`src/hdl/fbs_pkg.sv`:
```
// package for the fec block size selector: field widths, defaults and helpers
package fbs_pkg;

  // payload field widths
  localparam int LOSS_W   = 16;
  localparam int BW_W     = 32;
  localparam int REGION_W = 2;
  localparam int FRAME_W  = 3;
  localparam int LEVEL_W  = 3;
  localparam int K_W      = 8;

  // derived datapath widths
  localparam int PROD_W  = LOSS_W + BW_W;
  localparam int WSUM_W  = PROD_W + 1;
  localparam int TOTAL_W = BW_W + 1;

  // default configuration
  localparam int LEVELS_DEF           = 7;
  localparam int REGIONS_DEF          = 4;
  localparam int FRAMES_PER_GROUP_DEF = 8;
  localparam int FRAMES_PER_STEP_DEF  = 2;

  // bound for level i is total << (i + BOUND_SHIFT)
  localparam int BOUND_SHIFT = 9;

  // source block size k = 256 - 2^(level+1)
  function automatic logic [K_W-1:0] block_size(input logic [LEVEL_W-1:0] level);
    logic [K_W:0] full;
    logic [K_W:0] step;
    step = (K_W+1)'(1) << (level + LEVEL_W'(1));
    full = {1'b1, {K_W{1'b0}}} - step;
    return full[K_W-1:0];
  endfunction

endpackage

```
`src/hdl/fec_block_size_selector.sv`:
```
// fec block size selector: picks a redundancy level from two paths and emits the k table
//
// usage
//   input channel: an item is taken at a rising edge where start_i is high and busy_o is
//   low. it carries loss (unsigned q0.16) and available bandwidth of two paths.
//   result channel: every item yields REGIONS*FRAMES_PER_GROUP beats (32 by default),
//   one per cycle, each marked by valid_o for exactly one cycle. order runs from the
//   last region and frame down to region 0 frame 0; last_entry_o flags the final beat.
//   the receiver cannot stall: every beat is taken in the cycle it is shown.
// pipeline and throughput
//   four register stages (multiply, sum, bound compare, level select) feed an entry
//   sequencer, and each beat leaves through an output register. the sequencer gives
//   one beat per cycle, and the output port sets the sustained rate. while it runs,
//   up to four more items are taken into the stages, then busy_o rises until the
//   sequencer frees the level-select stage. consecutive items stream with no gap
//   between their beats.
// reset
//   rst_ni clears all valid bits and the sequencer; nothing else needs clearing.
module fec_block_size_selector #(
  parameter int LEVELS           = fbs_pkg::LEVELS_DEF,
  parameter int REGIONS          = fbs_pkg::REGIONS_DEF,
  parameter int FRAMES_PER_GROUP = fbs_pkg::FRAMES_PER_GROUP_DEF,
  parameter int FRAMES_PER_STEP  = fbs_pkg::FRAMES_PER_STEP_DEF
) (
  input  logic                         clk_i,
  input  logic                         rst_ni,
  input  logic                         start_i,
  output logic                         busy_o,
  input  logic [fbs_pkg::LOSS_W-1:0]   channel_a_loss_i,
  input  logic [fbs_pkg::BW_W-1:0]     channel_a_bandwidth_i,
  input  logic [fbs_pkg::LOSS_W-1:0]   channel_b_loss_i,
  input  logic [fbs_pkg::BW_W-1:0]     channel_b_bandwidth_i,
  output logic                         valid_o,
  output logic [fbs_pkg::REGION_W-1:0] region_index_o,
  output logic [fbs_pkg::FRAME_W-1:0]  frame_index_o,
  output logic [fbs_pkg::LEVEL_W-1:0]  redundancy_level_o,
  output logic [fbs_pkg::K_W-1:0]      block_size_o,
  output logic                         last_entry_o
);

  // sequencer counter widths
  localparam int RCW    = (REGIONS > 1) ? $clog2(REGIONS) : 1;
  localparam int FCW    = (FRAMES_PER_GROUP > 1) ? $clog2(FRAMES_PER_GROUP) : 1;
  localparam int FSTEPS = (FRAMES_PER_GROUP - 1) / FRAMES_PER_STEP + 1;
  localparam int FSW    = (FSTEPS > 1) ? $clog2(FSTEPS) : 1;
  localparam int SCW    = (FRAMES_PER_STEP > 1) ? $clog2(FRAMES_PER_STEP) : 1;
  localparam int SUMW   = fbs_pkg::LEVEL_W + FSW + RCW;

  localparam logic [fbs_pkg::LEVEL_W-1:0] LAST_LEVEL = fbs_pkg::LEVEL_W'(LEVELS - 1);

  // ---------------------------------------------------------------- stage control
  logic v1_q, v2_q, v3_q, hv_q;
  logic en1, en2, en3, enh;
  logic take;
  logic accept;

  assign enh    = !hv_q || take;
  assign en3    = !v3_q || enh;
  assign en2    = !v2_q || en3;
  assign en1    = !v1_q || en2;
  assign busy_o = !en1;
  assign accept = start_i && en1;

  // ---------------------------------------------------------------- stage 1: products
  logic [fbs_pkg::PROD_W-1:0]  prod_a_q, prod_b_q;
  logic [fbs_pkg::TOTAL_W-1:0] total1_q;

  // ---------------------------------------------------------------- stage 2: sums
  logic [fbs_pkg::WSUM_W-1:0]  wsum_q;
  logic [fbs_pkg::TOTAL_W-1:0] total2_q;

  // ---------------------------------------------------------------- stage 3: bounds
  logic [LEVELS-1:0] meet_d, meet_q;

  always_comb begin
    for (int i = 0; i < LEVELS; i++) begin
      meet_d[i] = (wsum_q <= (fbs_pkg::WSUM_W'(total2_q) << (i + fbs_pkg::BOUND_SHIFT)))
                  && (total2_q != '0);
    end
  end

  // ---------------------------------------------------------------- stage 4: base level
  logic [fbs_pkg::LEVEL_W-1:0] base_d, base_h_q;

  // first level that meets its bound, else the last one
  always_comb begin
    base_d = LAST_LEVEL;
    for (int i = LEVELS - 1; i >= 0; i--) begin
      if (meet_q[i]) begin
        base_d = fbs_pkg::LEVEL_W'(i);
      end
    end
  end

  always_ff @(posedge clk_i or negedge rst_ni) begin
    if (!rst_ni) begin
      v1_q <= 1'b0;
      v2_q <= 1'b0;
      v3_q <= 1'b0;
      hv_q <= 1'b0;
    end else begin
      if (en1) v1_q <= accept;
      if (en2) v2_q <= v1_q;
      if (en3) v3_q <= v2_q;
      if (enh) hv_q <= v3_q;
    end
  end

  always_ff @(posedge clk_i) begin
    if (accept) begin
      prod_a_q <= fbs_pkg::PROD_W'(channel_a_loss_i) * fbs_pkg::PROD_W'(channel_a_bandwidth_i);
      prod_b_q <= fbs_pkg::PROD_W'(channel_b_loss_i) * fbs_pkg::PROD_W'(channel_b_bandwidth_i);
      total1_q <= fbs_pkg::TOTAL_W'(channel_a_bandwidth_i)
                + fbs_pkg::TOTAL_W'(channel_b_bandwidth_i);
    end
    if (en2 && v1_q) begin
      wsum_q   <= fbs_pkg::WSUM_W'(prod_a_q) + fbs_pkg::WSUM_W'(prod_b_q);
      total2_q <= total1_q;
    end
    if (en3 && v2_q) begin
      meet_q <= meet_d;
    end
    if (enh && v3_q) begin
      base_h_q <= base_d;
    end
  end

  // ---------------------------------------------------------------- entry sequencer
  logic                        act_q;
  logic [fbs_pkg::LEVEL_W-1:0] base_q;
  logic [RCW-1:0]              r_q, rfe_q;
  logic [FCW-1:0]              f_q;
  logic [FSW-1:0]              fstep_q;
  logic [SCW-1:0]              sc_q;
  logic                        fin;
  logic [SUMW-1:0]             lvl_sum;
  logic [fbs_pkg::LEVEL_W-1:0] lvl;

  assign fin  = act_q && (r_q == '0) && (f_q == '0);
  assign take = hv_q && (!act_q || fin);

  // level offset grows by one per region and by one per step of frames from the end
  assign lvl_sum = SUMW'(base_q) + SUMW'(fstep_q) + SUMW'(rfe_q);
  assign lvl     = (lvl_sum > SUMW'(LAST_LEVEL)) ? LAST_LEVEL
                                                 : fbs_pkg::LEVEL_W'(lvl_sum);

  always_ff @(posedge clk_i or negedge rst_ni) begin
    if (!rst_ni) begin
      act_q <= 1'b0;
    end else if (take) begin
      act_q <= 1'b1;
    end else if (fin) begin
      act_q <= 1'b0;
    end
  end

  always_ff @(posedge clk_i) begin
    if (take) begin
      base_q  <= base_h_q;
      r_q     <= RCW'(REGIONS - 1);
      f_q     <= FCW'(FRAMES_PER_GROUP - 1);
      rfe_q   <= '0;
      fstep_q <= '0;
      sc_q    <= '0;
    end else if (act_q) begin
      if (f_q == '0) begin
        r_q     <= r_q - RCW'(1);
        rfe_q   <= rfe_q + RCW'(1);
        f_q     <= FCW'(FRAMES_PER_GROUP - 1);
        fstep_q <= '0;
        sc_q    <= '0;
      end else begin
        f_q <= f_q - FCW'(1);
        if (sc_q == SCW'(FRAMES_PER_STEP - 1)) begin
          sc_q    <= '0;
          fstep_q <= fstep_q + FSW'(1);
        end else begin
          sc_q <= sc_q + SCW'(1);
        end
      end
    end
  end

  // ---------------------------------------------------------------- output register
  logic                         valid_q;
  logic [fbs_pkg::REGION_W-1:0] region_q;
  logic [fbs_pkg::FRAME_W-1:0]  frame_q;
  logic [fbs_pkg::LEVEL_W-1:0]  level_q;
  logic [fbs_pkg::K_W-1:0]      k_q;
  logic                         last_q;

  always_ff @(posedge clk_i or negedge rst_ni) begin
    if (!rst_ni) begin
      valid_q <= 1'b0;
    end else begin
      valid_q <= act_q;
    end
  end

  always_ff @(posedge clk_i) begin
    if (act_q) begin
      region_q <= fbs_pkg::REGION_W'(r_q);
      frame_q  <= fbs_pkg::FRAME_W'(f_q);
      level_q  <= lvl;
      k_q      <= fbs_pkg::block_size(lvl);
      last_q   <= fin;
    end
  end

  assign valid_o            = valid_q;
  assign region_index_o     = region_q;
  assign frame_index_o      = frame_q;
  assign redundancy_level_o = level_q;
  assign block_size_o       = k_q;
  assign last_entry_o       = last_q;

  // ---------------------------------------------------------------- assertions
  a_level_sat: assert property (@(posedge clk_i) disable iff (!rst_ni)
    valid_o |-> (redundancy_level_o <= LAST_LEVEL))
    else $error("level beyond last level");

  a_beats_contiguous: assert property (@(posedge clk_i) disable iff (!rst_ni)
    (valid_o && !last_entry_o) |=> valid_o)
    else $error("gap inside an item's beats");

  // within one region the frame offset only grows
  a_level_monotonic: assert property (@(posedge clk_i) disable iff (!rst_ni)
    (valid_o && !last_entry_o && (frame_index_o != '0))
      |=> (redundancy_level_o >= $past(redundancy_level_o)))
    else $error("level fell within a region");

  a_take_needs_level: assert property (@(posedge clk_i) disable iff (!rst_ni)
    take |=> act_q)
    else $error("sequencer did not start after taking a level");

endmodule

```
`config.mk`:
```
export PLATFORM = sky130hd
export DESIGN_NAME = fec_block_size_selector
export DESIGN_NICKNAME = d
export VERILOG_FILES = /design/src/hdl/fbs_pkg.sv /design/src/hdl/fec_block_size_selector.sv
export SDC_FILE = /design/constraint.sdc
export NUM_CORES = 2
export LEC_CHECK = 0
export ABC_AREA = 1
export CAP_MARGIN = 10
export CORE_UTILIZATION = 65
export CTS_BUF_LIST = sky130_fd_sc_hd__clkbuf_16
export DETAILED_ROUTE_END_ITERATION = 8
export DONT_BUFFER_PORTS = 1
export GPL_TIMING_DRIVEN = 0
export PLACE_DENSITY = 0.81
export SLEW_MARGIN = 20
export SYNTH_ARGS = -nofsm -noshare
export SYNTH_HDL_FRONTEND = slang
export SYNTH_SLANG_ARGS = --single-unit
```
`constraint.sdc`:
```
create_clock -name clk_i -period 11.3 [get_ports clk_i]
set_input_delay 0.565 -clock clk_i [delete_from_list [all_inputs] [get_ports clk_i]]
set_output_delay 0.565 -clock clk_i [all_outputs]
set_load 0.05 [all_outputs]
```
# == Word-level counts from Yosys, hierarchy flattened ==
# Cells that the tools add are included.
# classes
n_addsub,11
n_mul,2
magnitude_cmp,7
shift,1
mux,13
n_reduce_logical,33
# ops
op,n
$mul A16 B32 Y48,2
$add A48 B48 Y49,1
$le A49 B42 Y1,1
$le A49 B43 Y1,1
$le A49 B44 Y1,1
$le A49 B45 Y1,1
$le A49 B46 Y1,1
$le A49 B47 Y1,1
$add A32 B32 Y33,1
$reduce_bool A33 Y1,1
$logic_and A1 B1 Y1,13
$mux W2,6
$shl A1 B3 Y8 const A,1
$sub A1 B8 Y8 const A,1
$logic_not A1 Y1,6
$mux W3,2
$add A4 B2 Y5,1
$gt A5 B3 Y1 const B,1
$logic_or A1 B1 Y1,5
$mux W1,5
$add A2 B1 Y2 const B,2
$add A3 B2 Y4,1
$reduce_and A2 Y1,2
$reduce_bool A2 Y1,2
8 further kinds,8
# totals
regBits,256
output_inout_bits,19

# == Logic depth before layout (Yosys ltp) ==
# depth
ltp_word,10
ltp_mapped,29

# == Worst setup path before layout ==
# Ideal clock, no wire load.
# synth_path
path_kind,register -> register
from,register f_q[0]
to,"register prod_a_q[0] (netlist bit), enable pin"
setup_time_ps,619
arrival_time_ps,6807
t_required_ps,10681
setup_slack_ps,3873
path_stages_with_launch,13
path_cell_list,dfxtp_1 > inv_1 > ha_1 > inv_1 > nor2_1 > inv_1 > o21ai_1 > nor2_1 > inv_1 > nor2_1 > nand2_1 > nor2_1 > nor2_1
# synth_between
elab_chain_len,9
# synth_lines
element,line_no,rtl
start: declaration,fec_block_size_selector.sv:132,logic [FCW-1:0] f_q;
start signal: assignment,fec_block_size_selector.sv:161,f_q <= FCW'(FRAMES_PER_GROUP - 1);
start signal: assignment,fec_block_size_selector.sv:169,f_q <= FCW'(FRAMES_PER_GROUP - 1);
start signal: assignment,fec_block_size_selector.sv:173,f_q <= f_q - FCW'(1);
$logic_not A3 Y1,fec_block_size_selector.sv:139,assign fin = act_q && (r_q == '0) && (f_q == '0);
$logic_and A1 B1 Y1,fec_block_size_selector.sv:139,
$logic_or A1 B1 Y1,fec_block_size_selector.sv:140,assign take = hv_q && (!act_q || fin);
$logic_and A1 B1 Y1,fec_block_size_selector.sv:140,
$logic_or A1 B1 Y1,fec_block_size_selector.sv:57,assign enh = !hv_q || take;
$logic_or A1 B1 Y1,fec_block_size_selector.sv:58,assign en3 = !v3_q || enh;
$logic_or A1 B1 Y1,fec_block_size_selector.sv:59,assign en2 = !v2_q || en3;
$logic_or A1 B1 Y1,fec_block_size_selector.sv:60,assign en1 = !v1_q || en2;
$logic_and A1 B1 Y1,fec_block_size_selector.sv:62,assign accept = start_i && en1;
via accept,fec_block_size_selector.sv:55,logic accept;
end signal: assignment,fec_block_size_selector.sv:111,prod_a_q <= fbs_pkg::PROD_W'(channel_a_loss_i) * fbs_pkg::PROD_W'(channel_a_bandwidth_i);
end: declaration,fec_block_size_selector.sv:65,"logic [fbs_pkg::PROD_W-1:0] prod_a_q, prod_b_q;"
# The timed path passes the listed nets, and every way through them passes these cells.
# A chain may end at the register's enable or synchronous reset.

# == Worst setup path in the final report ==
# layout_path
from,input port channel_b_bandwidth_i[17] (netlist bit)
to,register prod_b_q[28] (netlist bit) (data pin)
# layout_between
elab_chain_len,1
# layout_lines
element,line_no,rtl
start: declaration,fec_block_size_selector.sv:32,"input logic [fbs_pkg::BW_W-1:0] channel_b_bandwidth_i,"
$mul A16 B32 Y48,fec_block_size_selector.sv:112,prod_b_q <= fbs_pkg::PROD_W'(channel_b_loss_i) * fbs_pkg::PROD_W'(channel_b_bandwidth_i);
end signal: assignment,fec_block_size_selector.sv:112,
end: declaration,fec_block_size_selector.sv:65,
# Every way passes these cells.

==> results_dict.tcl <==
set metrics [dict create \
    overflow 0 \
    dieWidth_um 293 \
    routed_via_density 5.53 \
    yosys_warnings 0 \
    ctsResizeCount 0 \
    ff2ff_setup_slack_ns 7.29 \
    finalSetupTns_ns 0 \
    muxShareOfSynthArea 0 \
    fin_skew_ns 0.0360 \
    cp.arrival_ns 7.01 \
    crit_required_ns 11.65 \
    yosys.area.top_type_share 0.305 \
    grt_antenna_before_repair 16 \
    synth-seq-area-share 0.137 \
    cts_root_buffer "clkbuf_16" \
    worstMarginPinSlew_ns 1.22 \
    crit_top_cell "fa_1" \
    htreeDepth 1 \
    final_hold_viol_count 0 \
    dieArea_um2 86000 \
    synth-edff-count 240 \
    grt_pass1_vias 47500 \
    hold_path.class "in2reg" \
    period_share 0.590 \
    path_class "in2reg" \
    max_slew_margin 0.189 \
    gp_routability_congestion 1.03 \
    yosys.area_share.adder 0.424 \
    grt_pass1_wl_mm 274 \
    synth_compound_area_frac 0.0341 \
    crit_path_start_kind "input port" \
    synth_cells 7488 \
    critical_path.max_fanout 10 \
    r2r_cells 10 \
    first_iter_violations 4702 \
    finalMaxSlewViolations 0 \
    grt_max_degree 30 \
    boundaryPins 118 \
    fmax_mhz 150 \
    yosys-top-cells-area "fa_1 31%, nand2_1 16%, inv_1 14%" \
    cts_tree "done" \
    maxCapViolCount 0 \
    synth_top_family_by_area "adder cells" \
    grt_use_total 0.424 \
    synth_top_area_cell "fa_1" \
    vias 48100 \
    reg2reg_to "prod_b_q[41]" \
    drive_above_1_share 0.0256 \
    slowest_stage "clkbuf_1" \
    drc 0 \
    path_cells "clkbuf_1 -> clkbuf_1 -> nand2_1 -> fa_1 -> inv_1 -> fa_1 -> fa_1 -> fa_1 -> fa_1 -> inv_1 -> fa_1 -> inv_1 -> ha_1 -> a21oi_1 -> o21bai_1 -> a21oi_1 -> nand3_1 -> xor2_1" \
    rsz0062_at_grt "false" \
    outcome "complete, no violations" \
    synth_xor_area_frac 0.0170 \
    fin_crit_ns 6.66 \
    clock_latency_ns 0.59 \
    die_h_um 293 \
    synth-simple-area-share 0.235 \
    yosysMostFrequentCell "nand2_1" \
    drtAntennaViolNets 0 \
    synth.distinct_cells 47 \
    syn-num-nets 8953 \
    hold_start "channel_a_loss_i[0]" \
    holdPathEnd "prod_a_q[0]" \
    clk_pin_slew_ns 0.06 \
    cts-buffers-inserted 29 \
    synthArstFlopShare 0.0234 \
    start_util 0.658 \
    routed_wl_mm 178 \
    fin_util 0.689 \
    first_pass_iters 7 \
    numPortBuffers 0 \
    coreArea_um2 83800 \
    clk_path_buf_depth 3 \
    synth_flop_cell "edfxtp_1" \
    min_path_cells 2 \
    fin_nets 8993 \
    synthTopCellsByCount "2411 x nand2_1, 1996 x inv_1, 841 x fa_1" \
    final_cells 8702 \
    setup_viol 0 \
    cts_num_sinks 256 \
    netlist_area_um2 55100 \
    slowest_delay_ns 0.68 \
    reg2reg_from "act_q" \
    dp_hpwl_mm 154 \
    ys_seq_elements 256 \
    dp.cells 8630 \
    rows 106 \
    syn_avg_cell_area_um2 7.36 \
    wire_per_inst_um 20.5 \
    cts_setup_buffers 0 \
    area_delta_synth_final_pct 4.70 \
    end_kind "flip-flop" \
]
-- routing by layer --
| layer | GRT usage | wire, µm | up-vias |
|---|---|---|---|
| met1 | 0.585 | 70900 | 22900 |
| met5 | 0.000567 | 60 | - |
| met2 | 0.627 | 74000 | 2674 |
| met3 | 0.112 | 23400 | 538 |
| met4 | 0.196 | 9980 | 8 |
| li1 | - | - | 22000 |
-- through the flow --
step / hold WS (ns) / setup WS (ns) / area, µm²
6_report: 0.162 / 4.64 / 57700
5_1_grt: 0.172 / 4.47 / 57700
4_1_cts: 0.143 / 4.78 / 57700
3_5_place_dp: 0.270 / 4.23 / 56800
3_3_place_gp: 0.270 / 1.28 / 56600
2_1_floorplan: 0.269 / 3.87 / 55100
-- placed cells by master, fill, tap and decap left out, types with 4 or more instances in the layout --
cell type,n
buf_16,4
nand3_1,184
clkbuf_1,224
nor3_1,32
nand2_1,2411
a31oi_1,4
nand3_2,15
xnor2_1,14
nor2_2,37
o21a_1,6
xor2_1,93
a21oi_1,218
nor2_4,9
nand3b_2,5
o21bai_1,31
dfrtp_1,6
and2_1,15
dfxtp_1,10
edfxtp_1,240
or2_1,4
clkinv_1,5
o21ai_0,47
fa_1,841
ha_1,525
nand4_1,45
a21o_1,19
inv_1,1999
clkinv_2,7
nand3b_1,14
diode_2,18
clkbuf_16,29
nor2_1,337
o211ai_1,4
nor3_2,6
nand2_2,44
inv_2,14
nor4_1,17
-- worst max-delay path: cells and delay by family --
kind,cells,cell delay [ns]
compound gates,3,0.78
simple gates,2,0.34
buf+inv,5,1.35
fa+ha+maj,7,3.67
xor+xnor,1,0.32
-- flip-flops by register name, indices dropped and copies added (netlist names), 2 cells and up --
| name | flops |
|---|---|
| prod_a_q | 48 |
| frame_index_o | 3 |
| r_q | 2 |
| redundancy_level_o | 3 |
| wsum_q | 49 |
| prod_b_q | 48 |
| region_index_o | 2 |
| meet_q | 6 |
| base_h_q | 3 |
| block_size_o | 8 |
| fstep_q | 2 |
| total1_q | 33 |
| total2_q | 33 |
| base_q | 3 |
| rfe_q | 2 |
| f_q | 3 |
-- worst max-delay path by stage --
stage	startpoint	to	cells past startpoint
final	channel_b_bandwidth_i[17]	prod_b_q[28]	18
after global routing	channel_a_bandwidth_i[5]	prod_a_q[39]	27
after CTS	channel_b_bandwidth_i[19]	prod_b_q[29]	20
after detailed placement	channel_b_bandwidth_i[19]	prod_b_q[29]	20
after global placement	f_q[0]	total1_q[12]	12
after floorplan	f_q[0]	prod_a_q[0]	12
-- kinds of logic (layout without fill, tap and decap cells) --
kind of cell,Yosys count,count (layout)
buffers and inverters,2235,2297
XOR/XNOR,107,107
AND/OR/NAND/NOR,3185,3185
AO/OA/AOI/OAI,339,339
adder cells (fa/ha/maj),1366,1366
flip-flops,256,256
other,0,18
-- repair_timing --
action | in CTS | in global routing
hold buffers | 1 | 0
endpoints found under the hold margin | 6 | 0
endpoints found under the setup margin | 0 | 0
-- layout make-up --
class	count	area [µm²]
diodes	18	45.0
plain buffers	224	841
clock buffers	29	726
clock inverters	24	188
fillers	7295	26100
inverters	2011	7550
multi-input cells	4997	39200
flip-flops and latches	256	7560
well taps	1134	1420
repair buffers	9	195
Power is not shown: default switching activity piles up to over one toggle a cycle in this logic, so the estimate is an artifact.
